`config.mk`:
```
export PLATFORM = sky130hd
export DESIGN_NAME = edge_rate_deviation_detector_core
export DESIGN_NICKNAME = d
export VERILOG_FILES = /design/src/design/erdd_pkg.sv /design/src/design/edge_rate_deviation_detector_core.sv
export SDC_FILE = /design/constraint.sdc
export NUM_CORES = 2
export LEC_CHECK = 0
export ABC_AREA = 1
export BUFFER_PORTS_ARGS = -buffer_cell sky130_fd_sc_hd__buf_2
export CORE_MARGIN = 3
export CORE_UTILIZATION = 60
export CTS_BUF_LIST = sky130_fd_sc_hd__clkbuf_2
export DETAILED_ROUTE_END_ITERATION = 16
export PLACE_DENSITY = 0.77
export SYNTH_ARGS = -nofsm -noshare
export SYNTH_HDL_FRONTEND = slang
export SYNTH_SLANG_ARGS = --single-unit
```
`constraint.sdc`:
```
create_clock -name clk -period 8.4 [get_ports clk]
set_input_delay 1.68 -clock clk [delete_from_list [all_inputs] [get_ports clk]]
set_output_delay 1.68 -clock clk [all_outputs]
set_load 0.005 [all_outputs]
```
`src/design/erdd_pkg.sv`:
```
// Package for the edge-rate deviation detector.
// Shared constants, sequencer state and micro-op codes; no dependencies.

package erdd_pkg;

    // Calibration lengths in samples
    localparam logic [3:0] METAL_CAL_SAMPLES = 4'd12;
    localparam logic [4:0] CARD_CAL_SAMPLES  = 5'd24;

    // Q0.16 smoothing coefficients
    localparam logic [21:0] A_METAL_CAL = 22'd16384;  // 0.25
    localparam logic [21:0] A_CARD_CAL  = 22'd9830;   // 0.15
    localparam logic [21:0] A_DRIFT     = 22'd2621;   // 0.04
    localparam logic [21:0] A_DEV       = 22'd19661;  // 0.30

    // level = floor(avg * 2 / 375) = (avg * LEVEL_RECIP) >> 29, exact below LEVEL_SAT_AVG
    localparam logic [21:0] LEVEL_RECIP   = 22'd2863312;
    localparam int          LEVEL_SHIFT   = 29;
    localparam logic [25:0] LEVEL_SAT_AVG = 26'd768000;
    localparam logic [12:0] LEVEL_FULL    = 13'd4096;

    // Card presence thresholds on the Q0.12 level
    localparam logic [12:0] FOUND_LEVEL = 13'd205;
    localparam logic [12:0] LOST_LEVEL  = 13'd102;

    // Register reset values
    localparam logic [3:0]  SENSITIVITY_RESET = 4'd4;
    localparam logic [15:0] HOLD_MS_RESET     = 16'd350;

    // Configuration register indexes
    localparam logic [1:0] CFG_SENSITIVITY = 2'd0;
    localparam logic [1:0] CFG_CARD_MODE   = 2'd1;
    localparam logic [1:0] CFG_HOLD_MS     = 2'd2;

    // Input commands
    localparam logic [1:0] CMD_SAMPLE       = 2'd0;
    localparam logic [1:0] CMD_METAL_RESTART = 2'd1;
    localparam logic [1:0] CMD_CARD_RESTART  = 2'd2;
    localparam logic [1:0] CMD_CARD_CLEAR    = 2'd3;

    typedef enum logic [5:0] {
        ST_IDLE  = 6'b000001,
        ST_DIFF  = 6'b000010,
        ST_MUL   = 6'b000100,
        ST_WRITE = 6'b001000,
        ST_TRACK = 6'b010000,
        ST_OUT   = 6'b100000
    } state_t;

    // Micro-ops run on the shared subtract / multiply / apply unit
    typedef enum logic [2:0] {
        OP_MBASE = 3'd0,
        OP_MDEV  = 3'd1,
        OP_MAVG  = 3'd2,
        OP_CBASE = 3'd3,
        OP_CDEV  = 3'd4,
        OP_CAVG  = 3'd5,
        OP_CLVL  = 3'd6,
        OP_MLVL  = 3'd7
    } op_t;

endpackage

```
`src/design/edge_rate_deviation_detector_core.sv`:
```
// Edge-rate deviation detector, top level.
// Uses erdd_pkg; one shared multiplier driven by a small micro-op sequencer.
//
// Usage
//   Input channel (in_valid / in_stall): one word carries command, edge_count
//   and time_ms. in_stall is high while a word is being worked on or its result
//   waits, so one word is in flight at a time.
//   Output channel (out_valid / out_stall): one result word per input word.
//   Configuration port (cfg_valid / cfg_ready, cfg_index, cfg_data): always
//   ready; write only while idle. Index 0 sensitivity, 1 card_mode, 2 hold_ms.
// Sequencing
//   Every word runs n micro-ops, each a difference, a multiply and an apply
//   step through the one shared multiplier: n = 2 for the restart and
//   clear commands (the two level conversions), up to 7 for a sample with
//   metal drift and card tracking, plus a presence update when tracking.
//   out_valid rises once the last micro-op is applied; the next word is
//   taken only after the result has been taken.
// Reset
//   Control and detector state clears, datapath registers do not; registers
//   return to sensitivity 4, card_mode 0, hold_ms 350.
// Stall
//   While out_stall is high the result word holds and no input is taken.

module edge_rate_deviation_detector_core
    import erdd_pkg::*;
(
    input  logic        clk,
    input  logic        rst_n,
    // input channel
    input  logic        in_valid,
    output logic        in_stall,
    input  logic [1:0]  command,
    input  logic [31:0] edge_count,
    input  logic [31:0] time_ms,
    // output channel
    output logic        out_valid,
    input  logic        out_stall,
    output logic [12:0] metal_level,
    output logic [12:0] card_level,
    output logic        metal_calibrating,
    output logic        card_ready,
    output logic        card_present,
    output logic        card_alert,
    // configuration port
    input  logic        cfg_valid,
    output logic        cfg_ready,
    input  logic [1:0]  cfg_index,
    input  logic [15:0] cfg_data
);

    // ---------------- control state ----------------
    state_t      state_reg, state_next;
    op_t         op_reg, op_next;
    logic        track_reg, track_next;     // card tracker runs on this sample
    logic        alert_reg, alert_next;

    // configuration
    logic [3:0]  sens_reg;
    logic        card_mode_reg;
    logic [15:0] hold_reg;

    // detector state
    logic [31:0] prev_count_reg, prev_count_next;
    logic [23:0] mbase_reg, mbase_next;
    logic [25:0] mavg_reg, mavg_next;
    logic [3:0]  mframes_reg, mframes_next;
    logic [23:0] cbase_reg, cbase_next;
    logic [25:0] cavg_reg, cavg_next;
    logic [4:0]  cframes_reg, cframes_next;
    logic        ccal_reg, ccal_next;
    logic        found_reg, found_next;
    logic [31:0] since_reg, since_next;
    logic        alerted_reg, alerted_next;

    // ---------------- datapath registers (no reset) ----------------
    logic [23:0] x_reg, x_next;             // Q16.8 target of this sample
    logic [31:0] now_reg, now_next;
    logic [25:0] mag_reg, mag_next;
    logic        neg_reg, neg_next;
    logic [47:0] prod_reg, prod_next;
    logic [25:0] dev_reg, dev_next;         // scaled deviation, Q18.8
    logic [12:0] mlevel_reg, mlevel_next;
    logic [12:0] clevel_reg, clevel_next;

    // ---------------- shared unit ----------------
    logic [25:0] old_op, tgt_op;
    logic [21:0] coef_sel;
    logic [26:0] ema_inc;
    logic [25:0] ema_res;
    logic [12:0] lvl_res;
    logic [25:0] lvl_avg;
    logic        metal_cal;
    logic        card_learning;
    logic [31:0] delta_raw;
    logic [15:0] delta_sat;
    logic [4:0]  cframes_inc;
    logic [31:0] held_ms;
    logic        accept_in;

    assign metal_cal     = (mframes_reg < METAL_CAL_SAMPLES);
    assign card_learning = (cframes_reg < CARD_CAL_SAMPLES);
    assign accept_in     = in_valid && !in_stall;

    assign delta_raw = edge_count - prev_count_reg;
    assign delta_sat = (|delta_raw[31:16]) ? 16'hFFFF : delta_raw[15:0];

    // operand selection: old value and target of the current micro-op
    always_comb
    begin
        unique case (op_reg)
            OP_MBASE, OP_MDEV:
            begin
                old_op = {2'b00, mbase_reg};
                tgt_op = {2'b00, x_reg};
            end
            OP_CBASE, OP_CDEV:
            begin
                old_op = {2'b00, cbase_reg};
                tgt_op = {2'b00, x_reg};
            end
            OP_MAVG:
            begin
                old_op = mavg_reg;
                tgt_op = dev_reg;
            end
            OP_CAVG:
            begin
                old_op = cavg_reg;
                tgt_op = dev_reg;
            end
            OP_MLVL:
            begin
                old_op = '0;
                tgt_op = mavg_reg;
            end
            OP_CLVL:
            begin
                old_op = '0;
                tgt_op = cavg_reg;
            end
        endcase
    end

    always_comb
    begin
        unique case (op_reg)
            OP_MBASE:         coef_sel = metal_cal ? A_METAL_CAL : A_DRIFT;
            OP_CBASE:         coef_sel = A_CARD_CAL;
            OP_MDEV, OP_CDEV: coef_sel = {18'd0, sens_reg};
            OP_MAVG, OP_CAVG: coef_sel = A_DEV;
            OP_MLVL, OP_CLVL: coef_sel = LEVEL_RECIP;
        endcase
    end

    // rounded step, half away from zero: (|d| * A + 2^15) >> 16
    assign ema_inc = prod_reg[42:16] + {26'd0, prod_reg[15]};
    assign ema_res = neg_reg ? (old_op - ema_inc[25:0]) : (old_op + ema_inc[25:0]);

    assign lvl_avg = (op_reg == OP_MLVL) ? mavg_reg : cavg_reg;
    assign lvl_res = (lvl_avg >= LEVEL_SAT_AVG) ? LEVEL_FULL
                   : {1'b0, prod_reg[LEVEL_SHIFT +: 12]};

    assign cframes_inc = cframes_reg + 5'd1;

    // ---------------- sequencer ----------------
    always_comb
    begin
        state_next      = state_reg;
        op_next         = op_reg;
        track_next      = track_reg;
        alert_next      = alert_reg;
        prev_count_next = prev_count_reg;
        mbase_next      = mbase_reg;
        mavg_next       = mavg_reg;
        mframes_next    = mframes_reg;
        cbase_next      = cbase_reg;
        cavg_next       = cavg_reg;
        cframes_next    = cframes_reg;
        ccal_next       = ccal_reg;
        found_next      = found_reg;
        since_next      = since_reg;
        alerted_next    = alerted_reg;
        x_next          = x_reg;
        now_next        = now_reg;
        mag_next        = mag_reg;
        neg_next        = neg_reg;
        prod_next       = prod_reg;
        dev_next        = dev_reg;
        mlevel_next     = mlevel_reg;
        clevel_next     = clevel_reg;
        held_ms         = '0;

        unique case (state_reg)
            ST_IDLE:
            begin
                if (accept_in)
                begin
                    alert_next = 1'b0;
                    track_next = 1'b0;
                    now_next   = time_ms;
                    state_next = ST_DIFF;
                    op_next    = OP_CLVL;
                    unique case (command)
                        CMD_SAMPLE:
                        begin
                            prev_count_next = edge_count;
                            x_next          = {delta_sat, 8'h00};
                            op_next         = OP_MBASE;
                        end
                        CMD_METAL_RESTART:
                        begin
                            mframes_next = '0;
                            mbase_next   = '0;
                            mavg_next    = '0;
                        end
                        CMD_CARD_RESTART:
                        begin
                            cframes_next = '0;
                            cbase_next   = '0;
                            cavg_next    = '0;
                            ccal_next    = 1'b0;
                            found_next   = 1'b0;
                            since_next   = '0;
                            alerted_next = 1'b0;
                        end
                        CMD_CARD_CLEAR:
                        begin
                            found_next   = 1'b0;
                            since_next   = '0;
                            alerted_next = 1'b0;
                        end
                    endcase
                end
            end

            ST_DIFF:
            begin
                neg_next   = (tgt_op < old_op);
                mag_next   = (tgt_op < old_op) ? (old_op - tgt_op) : (tgt_op - old_op);
                state_next = ST_MUL;
            end

            ST_MUL:
            begin
                prod_next  = 48'(mag_reg) * 48'(coef_sel);
                state_next = ST_WRITE;
            end

            ST_WRITE:
            begin
                state_next = ST_DIFF;
                unique case (op_reg)
                    OP_MBASE:
                    begin
                        if (metal_cal)
                        begin
                            mbase_next   = (mframes_reg == '0) ? x_reg : ema_res[23:0];
                            mframes_next = mframes_reg + 4'd1;
                            mavg_next    = '0;
                        end
                        else
                        begin
                            mbase_next = ema_res[23:0];
                        end
                        // card branch follows calibration, deviation follows drift
                        if (!metal_cal)
                            op_next = OP_MDEV;
                        else if (!card_mode_reg)
                            op_next = OP_CLVL;
                        else if (card_learning)
                            op_next = OP_CBASE;
                        else
                        begin
                            op_next    = OP_CDEV;
                            track_next = 1'b1;
                        end
                    end
                    OP_MDEV:
                    begin
                        dev_next = prod_reg[27:2];
                        op_next  = OP_MAVG;
                    end
                    OP_MAVG:
                    begin
                        mavg_next = ema_res;
                        if (!card_mode_reg)
                            op_next = OP_CLVL;
                        else if (card_learning)
                            op_next = OP_CBASE;
                        else
                        begin
                            op_next    = OP_CDEV;
                            track_next = 1'b1;
                        end
                    end
                    OP_CBASE:
                    begin
                        cbase_next   = (cframes_reg == '0) ? x_reg : ema_res[23:0];
                        cframes_next = cframes_inc;
                        if (cframes_inc >= CARD_CAL_SAMPLES)
                            ccal_next = 1'b1;
                        op_next = OP_CLVL;
                    end
                    OP_CDEV:
                    begin
                        dev_next = prod_reg[27:2];
                        op_next  = OP_CAVG;
                    end
                    OP_CAVG:
                    begin
                        cavg_next = ema_res;
                        op_next   = OP_CLVL;
                    end
                    OP_CLVL:
                    begin
                        clevel_next = lvl_res;
                        op_next     = OP_MLVL;
                        if (track_reg)
                            state_next = ST_TRACK;
                    end
                    OP_MLVL:
                    begin
                        mlevel_next = lvl_res;
                        state_next  = ST_OUT;
                    end
                endcase
            end

            ST_TRACK:
            begin
                // hysteresis on the fresh card level, then the hold timer
                if (clevel_reg >= FOUND_LEVEL)
                begin
                    if (!found_reg)
                    begin
                        found_next   = 1'b1;
                        since_next   = now_reg;
                        alerted_next = 1'b0;
                    end
                end
                else if (clevel_reg < LOST_LEVEL)
                begin
                    found_next   = 1'b0;
                    alerted_next = 1'b0;
                end
                held_ms = now_reg - since_next;
                if (found_next && !alerted_next && (held_ms >= {16'd0, hold_reg}))
                begin
                    alerted_next = 1'b1;
                    alert_next   = 1'b1;
                end
                state_next = ST_DIFF;
            end

            ST_OUT:
            begin
                if (!out_stall)
                    state_next = ST_IDLE;
            end
        endcase
    end

    // ---------------- registers ----------------
    always_ff @(posedge clk or negedge rst_n)
    begin
        if (!rst_n)
        begin
            state_reg      <= ST_IDLE;
            op_reg         <= OP_MBASE;
            track_reg      <= 1'b0;
            alert_reg      <= 1'b0;
            prev_count_reg <= '0;
            mbase_reg      <= '0;
            mavg_reg       <= '0;
            mframes_reg    <= '0;
            cbase_reg      <= '0;
            cavg_reg       <= '0;
            cframes_reg    <= '0;
            ccal_reg       <= 1'b0;
            found_reg      <= 1'b0;
            since_reg      <= '0;
            alerted_reg    <= 1'b0;
        end
        else
        begin
            state_reg      <= state_next;
            op_reg         <= op_next;
            track_reg      <= track_next;
            alert_reg      <= alert_next;
            prev_count_reg <= prev_count_next;
            mbase_reg      <= mbase_next;
            mavg_reg       <= mavg_next;
            mframes_reg    <= mframes_next;
            cbase_reg      <= cbase_next;
            cavg_reg       <= cavg_next;
            cframes_reg    <= cframes_next;
            ccal_reg       <= ccal_next;
            found_reg      <= found_next;
            since_reg      <= since_next;
            alerted_reg    <= alerted_next;
        end
    end

    always_ff @(posedge clk)
    begin
        x_reg      <= x_next;
        now_reg    <= now_next;
        mag_reg    <= mag_next;
        neg_reg    <= neg_next;
        prod_reg   <= prod_next;
        dev_reg    <= dev_next;
        mlevel_reg <= mlevel_next;
        clevel_reg <= clevel_next;
    end

    // configuration registers; unknown indexes are ignored
    assign cfg_ready = 1'b1;

    always_ff @(posedge clk or negedge rst_n)
    begin
        if (!rst_n)
        begin
            sens_reg      <= SENSITIVITY_RESET;
            card_mode_reg <= 1'b0;
            hold_reg      <= HOLD_MS_RESET;
        end
        else if (cfg_valid && cfg_ready)
        begin
            unique case (cfg_index)
                CFG_SENSITIVITY: sens_reg      <= cfg_data[3:0];
                CFG_CARD_MODE:   card_mode_reg <= cfg_data[0];
                CFG_HOLD_MS:     hold_reg      <= cfg_data;
                default:         ;
            endcase
        end
    end

    // ---------------- ports ----------------
    assign in_stall          = (state_reg != ST_IDLE);
    assign out_valid         = (state_reg == ST_OUT);
    assign metal_level       = mlevel_reg;
    assign card_level        = clevel_reg;
    assign metal_calibrating = metal_cal;
    assign card_ready        = ccal_reg;
    assign card_present      = found_reg;
    assign card_alert        = alert_reg;

endmodule

```
Yosys cells after proc, flatten, opt, wreduce, memory -nomap -nowiden

Cells that the tools add are included.

Register bits: 377
Bits of input ports: 89
Output and inout bits: 33
Logic and storage cells: 197

Muxes and demuxes: 80
Add/subtract/negate cells: 9
Equality and inequality tests: 33
Multipliers: 1
$lt $le $gt $ge: 8
Reduce and logical (&&, ||, !) cells: 40

Operators by type and width:

| cell                                                   | number |
|---|---|
| 2-to-1 mux 26 bit                                      | 9 |
| 2-to-1 mux 24 bit                                      | 9 |
| 2-to-1 mux 32 bit                                      | 5 |
| one-hot mux 26 bit (2 select lines)                    | 3 |
| one-hot mux 26 bit (5 select lines)                    | 1 |
| one-hot mux 22 bit (5 select lines)                    | 1 |
| one-hot mux 26 bit (4 select lines)                    | 1 |
| one-hot mux 24 bit (2 select lines)                    | 2 |
| subtractor 26 bit                                      | 3 |
| one-hot mux 32 bit (2 select lines)                    | 1 |
| subtractor 32 bit                                      | 2 |
| multiplier 26 x 22 -> 42 bit                           | 1 |
| one-hot mux 6 bit (6 select lines)                     | 1 |
| >= comparator 32 x 16 -> 1 bit                         | 1 |
| adder 26 x 1 -> 26 bit                                 | 1 |
| adder 26 bit                                           | 1 |
| >= comparator 26 x 20 -> 1 bit (second input constant) | 1 |
| < comparator 26 bit                                    | 1 |
| 2-to-1 mux 5 bit                                       | 4 |
| 2-to-1 mux 1 bit                                       | 19 |
| one-hot mux 3 bit (6 select lines)                     | 1 |
| 2-to-1 mux 4 bit                                       | 4 |
| AND reduction 2 bit                                    | 8 |
| AND reduction 4 bit                                    | 4 |
| 45 further kinds                                       | 87 |

Depth between registers and ports, before layout

Depth after elaboration: 9
Gate-level depth with buffers: 36

Least setup slack after synthesis

OpenSTA, ideal clock, no wires.

Path type: register -> register
From: reg op_reg[0]
To: reg prod_reg[31] (data pin)
Data required time: 8.142 ns
Path buffers: 2
Slack: 1.104 ns
Stages on the path, launching flop included: 35
Clock period less this slack: 7.296 ns
Arrival: 7.038 ns
Setup time: 0.258 ns
Path through: dfrtp_1 -> buf_2 -> nor2_1 -> inv_1 -> nor2_1 -> inv_2 -> nand2_1 -> inv_2 -> nand2_1 -> nand2_1 -> o21ai_1 -> buf_2 -> nand2_1 -> fa_1 -> fa_1 -> fa_1 -> inv_1 -> fa_1 -> inv_1 -> fa_1 -> inv_1 -> fa_1 -> fa_1 -> ha_1 -> a21oi_1 -> inv_1 -> nor2_1 -> a21oi_1 -> or2_2 -> a21oi_1 -> o21ai_0 -> nand2_1 -> nand2_1 -> a21oi_1 -> xnor2_1

Cells in the longest elaborated chain, start to end: 4

Ends and longest elaborated chain:

| element                                      | RTL line                                 | RTL |
|---|---|---|
| start, declared                              | edge_rate_deviation_detector_core.sv:53  | `op_t op_reg, op_next;` |
| start signal, assigned                       | edge_rate_deviation_detector_core.sv:387 | `op_reg <= op_next;` |
| == test 3 bit, or another cell as far along  | edge_rate_deviation_detector_core.sv:146 | `unique case (op_reg)` |
| OR reduction 2 bit, on equally long branches | --                                       |  |
| one-hot mux 22 bit (5 select lines) (*)      | edge_rate_deviation_detector_core.sv:146 |  |
| multiplier 26 x 22 -> 42 bit (*)             | edge_rate_deviation_detector_core.sv:245 | `prod_next = 48'(mag_reg) * 48'(coef_sel);` |
| end signal, assigned                         | edge_rate_deviation_detector_core.sv:410 | `prod_reg <= prod_next;` |
| end, declared                                | edge_rate_deviation_detector_core.sv:80  | `logic [47:0] prod_reg, prod_next;` |

Every way passes the cells marked *; elsewhere a longest branch is shown, timed or not. The select of a mux whose other input is x is not followed.
A chain may end at the register's enable or synchronous reset.

Worst setup path after layout

From: reg op_reg[1]
To: reg prod_reg[32] (data pin)

Same word-level chain as after synthesis.

==> key figures <==
Finish
  • Area of the multi-input gates: between 20000 and 30000 sq um
  • Post-layout util: 0.653
  • Register area: between 10000 and 15000 sq um
  • Fillers: 5857
  • Max FFs per register: 40
  • # nets final: 6144
  • Fin cells: around 6300
  • Share of post-route cells with drive strength above 1: 0.0758
  • Area growth from synthesis to layout: 6.72%

Worst setup path
  • Worst path max stage delay: 560 ps
  • R2R Path Start: op_reg[1]$_DFFE_PN0P_
  • Flop2flop setup slack: 310 ps
  • Worst Setup End Kind: flip-flop
  • Crit path DAT: approximately 8800 ps
  • Critical path launch point type: flip-flop
  • Critical Path Most Common Cell: fa_1
  • Worst reg2reg path depth: 27
  • Critical R2R Capture: prod_reg[32]$_DFFE_PP_
  • Critical path's slowest cell: fa_1
  • Maximum net fanout on the critical path: 11
  • CP Class: flip-flop to flip-flop
  • Req. time, crit path: 9150 ps

Synthesis
  • #FFs+latches synth: 375
  • Ys flop type: dfrtp_1
  • Largest cells by area after synthesis: fa_1 20%, edfxtp_1 12%, dfrtp_1 12%
  • Synth cell count leaders: 1090 x nand2_1, 1034 x inv_1, 522 x nor2_1, 399 x fa_1, 354 x ha_1
  • Number of flops mapped to enable cells by yosys: roughly 170
  • Largest area contributor in the netlist: fa_1
  • Syn Nets: 5981
  • Top-count cell post-synth: nand2_1
  • Avg Synthesized Cell Area: 7.92 sq um
  • Top-area cell type share of the netlist area: 0.196
  • Fraction of registers with async set/reset: 0.555
  • Syn Inst Count: 5139
  • Post-Syn Area: 40700 sq um
  • Synth Warn #: 0
  • Synth unique cells: 66
  • Register area share after synthesis: 0.251

Clock network
  • Root buffer cell: clkbuf_2
  • H-tree depth: 3
  • CTS tree: built
  • Clock sink count: 375
  • Cts hold-fix bufs: 0
  • Reg clk slew, reported paths: ~110 ps
  • Total CTS buffers: 100
  • Clock Tree Buf Depth: 3
  • Worst skew pair latency: 1190 ps

Floorplan
  • Initial Util: 0.612
  • Die area: around 71000 sq um
  • Core ar.: 66500 sq um
  • # IOs: ~120
  • Die height: 266 um
  • Cell Rows: 94
  • Chip width: 266 um

GRT
  • Antenna violations before repair: 4
  • Vias in the first global route: 35134
  • Global route overflow: 0
  • Largest net degree at the start of global routing: 76
  • First-pass GRT wire length: 196000 um
  • All-Layer GR Usage: 0.357

STA
  • Final period utilization: 0.963
  • Worst Skew: 183 ps
  • Slew @ Worst Pin: 1200 ps
  • RSZ-0062 raised after global routing: false
  • Final Critical Period: 8090 ps
  • TNS Setup: 0 ps
  • Final hold vios: 0
  • Rel. slew slack: 0.201
  • # setup viols final: 0
  • FMAX: 124 MHz
  • Final Max Slew Viols: 0

Detailed routing
  • Overall routed net length: approximately 130000 um
  • Avg WL per Cell: 20.1 um
  • Routed vias/inst: 5.72
  • Routed Antenna Nets: 0
  • Via count: 35780
  • DRC: 0
  • TritonRoute pass-1 iters: 9
  • Number of DRC markers in iteration 0: 3528

Flow run
  • Max Cap Viol: 0

Placed design
  • PortBufs: 120
  • Inst Count DP: between 6000 and 7000
  • Gpl congestion: 1.02
  • Hpwl dp: about 100000 um

Min path
  • Hold Path Sink: dev_reg[12]$_DFFE_PP_
  • Worst hold path depth: 0
  • Worst hold path type: flip-flop to flip-flop
  • Hold path start: prod_reg[14]$_DFFE_PP_

Outcome
  • Status: completed
==> timing repair <==
action | CTS | global route
gates resized for setup | 0 | 8
buffers inserted | 0 | 2
endpoints found under the setup margin | 0 | 12
==> worst max-delay path, delay by kind of cell, from the launching register on <==
kind                       cells  cell delay, ps
AOI/OAI and AO/OA              4            1050
buffers and inverters          8             900
xor gates and xnor gates       1             180
and+or+nand+nor                6            1240
adders and majority gates      8            3830
DFF                            1             490
==> through the flow <==
step / worst slack (ps) / hold WS, ps / instance area, sq um
after floorplan: 1100 / 400 / 40700
after global placement: 199 / 405 / 42300
after detailed placement: 264 / 405 / 42300
after CTS: 183 / 371 / 43400
after global routing: 3.66 / 414 / 43400
final: 314 / 393 / 43400
==> how the worst max path moves through the flow <==
stage	to	start	slack [ps]	cells after the start
after floorplan	prod_reg[31]$_DFFE_PP_	op_reg[0]$_DFFE_PN0P_	1100	34
after global placement	prod_reg[41]$_DFFE_PP_	op_reg[1]$_DFFE_PN0P_	200	27
after detailed placement	prod_reg[41]$_DFFE_PP_	op_reg[1]$_DFFE_PN0P_	260	27
after CTS	prod_reg[39]$_DFFE_PP_	op_reg[1]$_DFFE_PN0P_	180	26
after global routing	prod_reg[40]$_DFFE_PP_	op_reg[1]$_DFFE_PN0P_	4	29
final	prod_reg[32]$_DFFE_PP_	op_reg[1]$_DFFE_PN0P_	310	27
==> placed cells by master (no fill, tap or decap), drive strengths merged, types with 52 or more instances in the layout <==
master  netlist  final
a21oi       262    262
buf          45    174
clkbuf       68    141
dfrtp       200    200
edfxtp      167    167
fa          399    399
ha          354    354
inv        1050   1051
nand2      1091   1091
nand3       137    137
nand4        63     63
nor2        533    533
o21ai       277    277
o22ai       100    100
xnor2        52     52
xor2        106    106
==> cells by family (layout without fill, tap and decap cells) <==
kind of cell,Yosys count,in the layout,share of synthesized area
and+or+nand+nor,1896,1896,0.189
buffers and inverters,1168,1413,0.109
AOI/OAI and AO/OA,787,787,0.111
adders and majority gates,753,753,0.305
DFF,375,375,0.251
xor gates and xnor gates,158,158,0.0344
other,1,4,0.0000922
muxes,1,1,0.000246
==> layer usage <==
| layer | track usage | wire length, um | part of all wire | vias up |
|---|---|---|---|---|
| met5 | 0 | 0 | 0 | - |
| met4 | 0.132 | 5180 | 0.041 | 0 |
| li1 | - | - | - | 16680 |
| met1 | 0.490 | 52300 | 0.42 | 17066 |
| met2 | 0.561 | 55900 | 0.44 | 1727 |
| met3 | 0.0779 | 12200 | 0.097 | 307 |
==> cell type report <==
cell class              instances  share of cell area
diodes                          3            0.000173
clock buffers                 141              0.0163
clock inverters                43             0.00775
inverters                    1055              0.0914
multi-input cells            3596               0.601
flip-flops and latches        375               0.236
well taps                     864              0.0249
repair buffers                174              0.0234
Power is not shown: default switching activity piles up to over one toggle a cycle in this logic, so the estimate is an artifact.
